<file path="config.mk">
export PLATFORM = sky130hd
export DESIGN_NAME = ir_remote_frame_decode_repeat_top
export DESIGN_NICKNAME = d
export VERILOG_FILES = /design/src/rtl/irfd_pkg.sv /design/src/rtl/irfd_cfg.sv /design/src/rtl/irfd_decode.sv /design/src/rtl/irfd_repeat.sv /design/src/rtl/ir_remote_frame_decode_repeat_top.sv
export SDC_FILE = /design/constraint.sdc
export NUM_CORES = 1
export LEC_CHECK = 0
export ABC_AREA = 1
export BUFFER_PORTS_ARGS = -buffer_cell sky130_fd_sc_hd__buf_2
export CORE_ASPECT_RATIO = 1.25
export CORE_MARGIN = 2
export CORE_UTILIZATION = 35
export CTS_CLUSTER_SIZE = 40
export DETAILED_ROUTE_END_ITERATION = 16
export PLACE_DENSITY = 0.49
export SLEW_MARGIN = 5
export SYNTH_ARGS = -nofsm -noshare
export SYNTH_HDL_FRONTEND = slang
export SYNTH_SLANG_ARGS = --single-unit
</file>
<file path="constraint.sdc">
create_clock -name clk -period 6.7 [get_ports clk]
set_input_delay 1.005 -clock clk [delete_from_list [all_inputs] [get_ports clk]]
set_output_delay 1.005 -clock clk [all_outputs]
set_load 0.02 [all_outputs]
</file>
<file path="src/rtl/irfd_pkg.sv">
// shared types, register indexes, reset values and helpers for the ir frame decoder
`timescale 1ns / 1ps

package irfd_pkg;

	// configuration register indexes
	localparam logic [2:0] CFG_TICK_ENABLE     = 3'd0;
	localparam logic [2:0] CFG_FRAME_TIMEOUT   = 3'd1;
	localparam logic [2:0] CFG_SONY_END_GAP    = 3'd2;
	localparam logic [2:0] CFG_FIRST_REPEAT    = 3'd3;
	localparam logic [2:0] CFG_REPEAT_INTERVAL = 3'd4;
	localparam logic [2:0] CFG_RELEASE_WINDOW  = 3'd5;

	// register reset values
	localparam logic        RST_TICK_ENABLE     = 1'b1;
	localparam logic [19:0] RST_FRAME_TIMEOUT   = 20'd15000;
	localparam logic [19:0] RST_SONY_END_GAP    = 20'd2800;
	localparam logic [15:0] RST_FIRST_REPEAT    = 16'd650;
	localparam logic [15:0] RST_REPEAT_INTERVAL = 16'd250;
	localparam logic [15:0] RST_RELEASE_WINDOW  = 16'd150;

	// receiver phase codes
	localparam logic [2:0] PH_IDLE       = 3'd0;
	localparam logic [2:0] PH_WAIT_START = 3'd1;
	localparam logic [2:0] PH_SONY_BIT   = 3'd2;
	localparam logic [2:0] PH_NEC_BIT    = 3'd3;
	localparam logic [2:0] PH_OTHER      = 3'd4;

	// valid sony frame lengths and nec frame length
	localparam logic [5:0] SONY_LEN_12 = 6'd12;
	localparam logic [5:0] SONY_LEN_15 = 6'd15;
	localparam logic [5:0] SONY_LEN_20 = 6'd20;
	localparam logic [5:0] NEC_LEN     = 6'd32;

	// configuration register contents
	typedef struct packed {
		logic        tick_enable;
		logic [19:0] frame_timeout_us;
		logic [19:0] sony_end_gap_us;
		logic [15:0] first_repeat_ms;
		logic [15:0] repeat_interval_ms;
		logic [15:0] release_window_ms;
	} cfg_t;

	// decoder result handed to the repeat timer
	typedef struct packed {
		logic        got;
		logic        rx_reset;
		logic [15:0] dev;
		logic [26:0] cmd;
	} dec_t;

	// 32-bit add that saturates at all ones
	function automatic logic [31:0] sat_add(input logic [31:0] a, input logic [31:0] b);
		logic [32:0] s;
		s = {1'b0, a} + {1'b0, b};
		return s[32] ? 32'hFFFF_FFFF : s[31:0];
	endfunction

endpackage

</file>
<file path="src/rtl/irfd_cfg.sv">
// configuration register bank of the ir frame decoder
`timescale 1ns / 1ps

module irfd_cfg (
	input  logic                clk,
	input  logic                arst_n,
	input  logic                cfg_we,
	input  logic [2:0]          cfg_index,
	input  logic [19:0]         cfg_data,
	output irfd_pkg::cfg_t      cfg
);

	irfd_pkg::cfg_t cfg_q;

	// register writes, indexes past the list are dropped
	always_ff @(posedge clk or negedge arst_n) begin
		if (!arst_n) begin
			cfg_q.tick_enable        <= irfd_pkg::RST_TICK_ENABLE;
			cfg_q.frame_timeout_us   <= irfd_pkg::RST_FRAME_TIMEOUT;
			cfg_q.sony_end_gap_us    <= irfd_pkg::RST_SONY_END_GAP;
			cfg_q.first_repeat_ms    <= irfd_pkg::RST_FIRST_REPEAT;
			cfg_q.repeat_interval_ms <= irfd_pkg::RST_REPEAT_INTERVAL;
			cfg_q.release_window_ms  <= irfd_pkg::RST_RELEASE_WINDOW;
		end else if (cfg_we) begin
			unique case (cfg_index)
				irfd_pkg::CFG_TICK_ENABLE:     cfg_q.tick_enable        <= cfg_data[0];
				irfd_pkg::CFG_FRAME_TIMEOUT:   cfg_q.frame_timeout_us   <= cfg_data;
				irfd_pkg::CFG_SONY_END_GAP:    cfg_q.sony_end_gap_us    <= cfg_data;
				irfd_pkg::CFG_FIRST_REPEAT:    cfg_q.first_repeat_ms    <= cfg_data[15:0];
				irfd_pkg::CFG_REPEAT_INTERVAL: cfg_q.repeat_interval_ms <= cfg_data[15:0];
				irfd_pkg::CFG_RELEASE_WINDOW:  cfg_q.release_window_ms  <= cfg_data[15:0];
				default: ;
			endcase
		end
	end

	assign cfg = cfg_q;

endmodule

</file>
<file path="src/rtl/irfd_decode.sv">
// frame timeout check and sony / nec frame decode
`timescale 1ns / 1ps

module irfd_decode (
	input  logic [2:0]      rx_phase,
	input  logic [19:0]     elapsed_us,
	input  logic [5:0]      bit_count,
	input  logic [31:0]     frame_bits,
	input  irfd_pkg::cfg_t  cfg,
	output irfd_pkg::dec_t  dec
);

	logic timeout;
	logic sony_len;
	logic sony_done;
	logic nec_done;
	logic plain_addr;

	always_comb begin
		// an active frame that has gone silent too long is dropped
		timeout = (rx_phase > irfd_pkg::PH_WAIT_START) && (elapsed_us > cfg.frame_timeout_us);

		sony_len = (bit_count == irfd_pkg::SONY_LEN_12) || (bit_count == irfd_pkg::SONY_LEN_15)
			|| (bit_count == irfd_pkg::SONY_LEN_20);
		sony_done = !timeout && (rx_phase == irfd_pkg::PH_SONY_BIT)
			&& (elapsed_us > cfg.sony_end_gap_us) && sony_len;
		nec_done = !timeout && (rx_phase == irfd_pkg::PH_NEC_BIT)
			&& (bit_count == irfd_pkg::NEC_LEN);

		// plain nec address: top byte is the inverse of the next one
		plain_addr = (frame_bits[31:24] == ~frame_bits[23:16]);

		dec.got      = sony_done || nec_done;
		dec.rx_reset = timeout || sony_done || nec_done;
		dec.dev      = '0;
		dec.cmd      = '0;
		if (sony_done) begin
			dec.dev = {11'd0, frame_bits[11:7]};
			dec.cmd = {frame_bits[31:12], frame_bits[6:0]};
		end else if (nec_done) begin
			dec.dev = plain_addr ? {8'd0, frame_bits[31:24]} : frame_bits[31:16];
			dec.cmd = {19'd0, frame_bits[15:8]};
		end
	end

endmodule

</file>
<file path="src/rtl/irfd_repeat.sv">
// auto-repeat timing: press detection, repeat schedule and release deadline
`timescale 1ns / 1ps

module irfd_repeat (
	input  logic            clk,
	input  logic            arst_n,
	input  logic            step,
	input  logic            got,
	input  irfd_pkg::cfg_t  cfg,
	output logic            report
);

	logic [31:0] ticks_since_press_q;
	logic [31:0] next_repeat_at_q;
	logic [31:0] release_deadline_q;

	logic        released;
	logic [31:0] t0;
	logic [31:0] n0;
	logic [31:0] n1;

	// a frame after the release deadline starts a new press
	always_comb begin
		released = got && (ticks_since_press_q > release_deadline_q);
		t0 = released ? 32'd0 : ticks_since_press_q;
		n0 = released ? {16'd0, cfg.first_repeat_ms} : next_repeat_at_q;
		report = got && ((t0 == 32'd0) || (t0 > n0));
		n1 = report ? irfd_pkg::sat_add(n0, {16'd0, cfg.repeat_interval_ms}) : n0;
	end

	// timer state advances once per processed tick
	always_ff @(posedge clk or negedge arst_n) begin
		if (!arst_n) begin
			ticks_since_press_q <= '0;
			next_repeat_at_q    <= '0;
			release_deadline_q  <= '0;
		end else if (step) begin
			ticks_since_press_q <= irfd_pkg::sat_add(t0, 32'd1);
			if (got) begin
				next_repeat_at_q   <= n1;
				release_deadline_q <= irfd_pkg::sat_add(t0, {16'd0, cfg.release_window_ms});
			end
		end
	end

endmodule

</file>
<file path="src/rtl/ir_remote_frame_decode_repeat_top.sv">
// top level of the ir remote frame decoder with auto-repeat
`timescale 1ns / 1ps

// channel  | handshake           | word
// ---------+---------------------+--------------------------------------------------
// input    | in_valid / in_ready | rx_phase, elapsed_us, bit_count, frame_bits
// output   | out_valid/out_ready | msg_valid, device_code, command_code, receiver_reset
// config   | cfg_we              | cfg_index, cfg_data
//
// one word in per clock unless the output stalls; each word's result word is offered
// after the input register, then decode and repeat timing into the output register.
// the repeat timer state is updated as a word moves into the output register.
// a stalled output holds its word; the input register still takes one more word.
// arst_n clears control and timer state and loads register reset values.

module ir_remote_frame_decode_repeat_top (
	input  logic        clk,
	input  logic        arst_n,
	input  logic        in_valid,
	output logic        in_ready,
	input  logic [2:0]  rx_phase,
	input  logic [19:0] elapsed_us,
	input  logic [5:0]  bit_count,
	input  logic [31:0] frame_bits,
	output logic        out_valid,
	input  logic        out_ready,
	output logic        msg_valid,
	output logic [15:0] device_code,
	output logic [26:0] command_code,
	output logic        receiver_reset,
	input  logic        cfg_we,
	input  logic [2:0]  cfg_index,
	input  logic [19:0] cfg_data
);

	irfd_pkg::cfg_t cfg;
	irfd_pkg::dec_t dec;

	logic        valid_s1;
	logic [2:0]  phase_s1;
	logic [19:0] elapsed_s1;
	logic [5:0]  count_s1;
	logic [31:0] bits_s1;

	logic        out_valid_q;
	logic        msg_valid_q;
	logic [15:0] device_q;
	logic [26:0] command_q;
	logic        rx_reset_q;

	logic        adv;
	logic        step;
	logic        report;

	irfd_cfg u_cfg (
		.clk       (clk),
		.arst_n    (arst_n),
		.cfg_we    (cfg_we),
		.cfg_index (cfg_index),
		.cfg_data  (cfg_data),
		.cfg       (cfg)
	);

	// handshake: stage 1 moves on when the output register is free or drained
	assign adv      = valid_s1 && (!out_valid_q || out_ready);
	assign in_ready = !valid_s1 || adv;
	assign step     = adv && cfg.tick_enable;

	// input register
	always_ff @(posedge clk or negedge arst_n) begin
		if (!arst_n) begin
			valid_s1 <= 1'b0;
		end else if (in_ready) begin
			valid_s1 <= in_valid;
		end
	end

	always_ff @(posedge clk) begin
		if (in_valid && in_ready) begin
			phase_s1   <= rx_phase;
			elapsed_s1 <= elapsed_us;
			count_s1   <= bit_count;
			bits_s1    <= frame_bits;
		end
	end

	irfd_decode u_decode (
		.rx_phase   (phase_s1),
		.elapsed_us (elapsed_s1),
		.bit_count  (count_s1),
		.frame_bits (bits_s1),
		.cfg        (cfg),
		.dec        (dec)
	);

	irfd_repeat u_repeat (
		.clk    (clk),
		.arst_n (arst_n),
		.step   (step),
		.got    (dec.got),
		.cfg    (cfg),
		.report (report)
	);

	// output register valid
	always_ff @(posedge clk or negedge arst_n) begin
		if (!arst_n) begin
			out_valid_q <= 1'b0;
		end else if (adv) begin
			out_valid_q <= 1'b1;
		end else if (out_ready) begin
			out_valid_q <= 1'b0;
		end
	end

	// output word, all zero when ticks are disabled
	always_ff @(posedge clk) begin
		if (adv) begin
			msg_valid_q <= cfg.tick_enable && report;
			device_q    <= (cfg.tick_enable && report) ? dec.dev : 16'd0;
			command_q   <= (cfg.tick_enable && report) ? dec.cmd : 27'd0;
			rx_reset_q  <= cfg.tick_enable && dec.rx_reset;
		end
	end

	assign out_valid      = out_valid_q;
	assign msg_valid      = msg_valid_q;
	assign device_code    = device_q;
	assign command_code   = command_q;
	assign receiver_reset = rx_reset_q;

	// a report always comes from a consumed frame
	a_report_resets: assert property (@(posedge clk) disable iff (!arst_n)
		out_valid && msg_valid |-> receiver_reset)
		else $error("key report without receiver reset");

	// no report means zero device and command
	a_quiet_zero: assert property (@(posedge clk) disable iff (!arst_n)
		out_valid && !msg_valid |-> device_code == 16'd0 && command_code == 27'd0)
		else $error("nonzero codes without a report");

	// input stalls only when both registers are full and the output is stalled
	a_stall_cause: assert property (@(posedge clk) disable iff (!arst_n)
		!in_ready |-> valid_s1 && out_valid_q && !out_ready)
		else $error("input stalled without a full pipeline");

	// timer state moves only with a word entering the output register
	a_step_adv: assert property (@(posedge clk) disable iff (!arst_n)
		step |=> out_valid)
		else $error("timer stepped without an output word");

endmodule

</file>
==> results.cfg <==
[setup_path]
cp_slowest_cell = o21ai_0
cp_data_required_time_ns = 7.12
r2r_setup_slack_ns = 0.85
path_delay_family = simple AND/OR/NAND/NOR gates
worst_path_most_repeated_cell = nand2_1
endpoint_kind = flip-flop
cp_data_arrival_time_ns = 6.27
path_class = reg2reg
max_stage_delay_ns = 0.64
crit_path_max_fanout = 16
crit_buf_inv = 4
crit_path_start_kind = flip-flop
startpoint = u_cfg.cfg[81]
r2r_start = u_cfg.cfg[81]

[clock_network]
cts_hold_buf = 0
cts_resized = 0
cts_tree = yes
cts_sinks = 293
insertion_delay_ns = 0.53
cts_buffer_depth = 3
cts_setup_buffers = 0
h-tree-depth = 2
root_buffer = clkbuf_16
clkTransAtPathRegs_ns = 0.06
cts_made_buffers = 34

[global_routing]
grt_max_degree = 160
grt_pass1_wl_mm = 83.2
overflow = 0
antenna_found_initial = 1
groute.usage.overall = 0.204
grt_pass1_vias = 14800

[synthesis]
yosys.area.top_type = dfrtp_1
synth_compound_area_frac = 0.115
yosys.area_share.simple = 0.235
yosys.area_share.xor_xnor = 0.0270
synth_nets = 2396
ys_ff_latch = 293
ys.warnings.count = 0
synthAdderAreaFrac = 0.0992
synth_ff_type = dfrtp_1
synth_edf_count = 106
ys_seq_area_frac = 0.443
synthDistinctLibCells = 56
synthMuxAreaShare = 0
synth_most_common_cell = nand2_1
synthArstFlopShare = 0.638
netlist_area_um2 = 17800
avgSynthCellArea_um2 = 8.22
synthCells = 2167
synth_top_area_share = 0.223
synth_top_family_by_area = simple AND/OR/NAND/NOR gates
yosys-top-cells-area = dfrtp_1 (22%), edfxtp_1 (18%), nand2_1 (12%)
synthTopCellsByCount = nand2_1 (557), inv_1 (288), nor2_1 (203)

[hold_path]
hp-class = in2async

[die]
die_y_um = 256
die_area_um2 = 52700
ioPinCount = 136
die_w_um = 206
rows = 92
start_util = 0.354
core_area_um2 = 50300

[sta]
hold_slack_ns = 0.355
hold_violations = 0
skew_ns = 0.0180
relSlewSlack = 0.245
setup_slack_ns = 0.847
report.final.slew_viol_count = 0
finalSetupViolations = 0
grt_setup_unrepaired = no
timing.fmax_mhz = 171
finalCriticalPeriod_ns = 5.85
tightest_slew_ns = 1.13
finalCritPeriodShare = 0.874
tns_ns = 0

[layout]
multi_input_area_um2 = 8490
fill_cells = 5115
final_cells = 2986
layout.nets = 2531
ff_latch_area_um2 = 7900
area_growth_syn_to_layout_pct = 13.6
drive_above_1_share = 0.137
final_core_util = 0.402
finalInstanceArea_um2 = 20200

[outcome]
status = finished, final reports clean

[place]
place_ws_ns = 0.874
globalplace.congestion = 0.878
post-place-cells = 2924
io_buffers = 135
hpwlAfterDp_mm = 39.1
placed_area_um2 = 19200

[drt]
vias = 14600
wl_mm = 52.5
wl_met2_mm = 27.1
met1_length_mm = 22.0
highest_layer = met4
vias_per_cell = 4.88
wl_met3_mm = 1.71
drc = 0
firstDrtPassIters = 5
drtAntennaViolNets = 0
drt_iter0_markers = 826
routedWlPerCell_um = 17.6

[pwr]
powerDensity_nw_per_um2 = 288
report.power.total_mw = 5.83
p_leak_nw = 9.80
peakVddDrop_mv = 0.209

[run]
drv_cap = 0
-- sequential cells by signal, summed over array words and instances (netlist names), 6 cells and up --
register / flops
u_repeat.ticks_since_press_q: 32
bits_s1: 32
count_s1: 6
u_cfg.cfg: 89
device_code: 16
u_repeat.next_repeat_at_q: 32
command_code: 27
elapsed_s1: 20
u_repeat.release_deadline_q: 32
-- kinds of logic (layout without fill, tap and decap cells) --
group	after synthesis	in the layout
simple gates	978	978
buf+inv	352	512
compound gates	349	349
flops	293	293
fa+ha+maj	140	140
xor+xnor	55	55
other cells	0	1
-- layout by cell type (no fill, tap or decap), types with 4 or more instances in the layout --
| cell type | instances |
|---|---|
| edfxtp_1 | 106 |
| nand2_1 | 556 |
| dfrtp_1 | 159 |
| ha_1 | 138 |
| a2bb2oi_1 | 4 |
| nor2_2 | 17 |
| a21oi_1 | 99 |
| o21ai_0 | 161 |
| nand4_1 | 30 |
| a22oi_1 | 9 |
| a22oi_2 | 19 |
| nor2_1 | 202 |
| nor2_4 | 5 |
| nand3_1 | 104 |
| buf_4 | 17 |
| inv_1 | 287 |
| clkbuf_16 | 36 |
| nor3_1 | 18 |
| a21o_1 | 4 |
| clkbuf_1 | 11 |
| inv_2 | 8 |
| clkinv_1 | 8 |
| nand2_2 | 17 |
| clkbuf_8 | 4 |
| dfstp_2 | 28 |
| xor2_1 | 24 |
| o21ai_1 | 16 |
| xnor2_1 | 31 |
| nor3_2 | 10 |
| a31oi_1 | 12 |
| buf_2 | 134 |
| nand2_4 | 4 |
| o41ai_1 | 7 |
-- layout make-up --
cell class,instances,share of cell area
Tap cell,658,0.0407
Inverter,298,0.0553
Antenna cell,1,0.000124
Timing Repair Buffer,153,0.0411
Clock buffer,50,0.0486
Sequential cell,293,0.391
Clock inverter,11,0.00396
Multi-Input combinational cell,1522,0.420
-- per-layer routing --
metal	vias to the layer above	global-route usage
met1	6851	0.249
met5	-	0
met3	84	0.0203
met2	275	0.368
li1	7370	-
met4	0	0.0709
-- power breakdown --
group          total (mW)  internal, mW  switching [mW]
logic                1.71         0.596            1.12
clock network        1.82          1.06           0.759
registers            2.30          2.12           0.171
total                5.83          3.78            2.05
-- path summary, 6_finish.rpt --
| check | endpoint | depth (start not counted) |
|---|---|---|
| setup / recovery | u_repeat.next_repeat_at_q[28] | 30 |
| hold / removal | u_repeat.release_deadline_q[30] | 1 |
| setup reg to reg | u_repeat.next_repeat_at_q[28] | 30 |
| hold reg to reg | u_repeat.next_repeat_at_q[22] | 2 |
| max in group asynchronous | u_cfg.cfg[18] | 2 |
| min in group clk | u_repeat.next_repeat_at_q[22] | 2 |
Power figures use the tool's default switching activity.
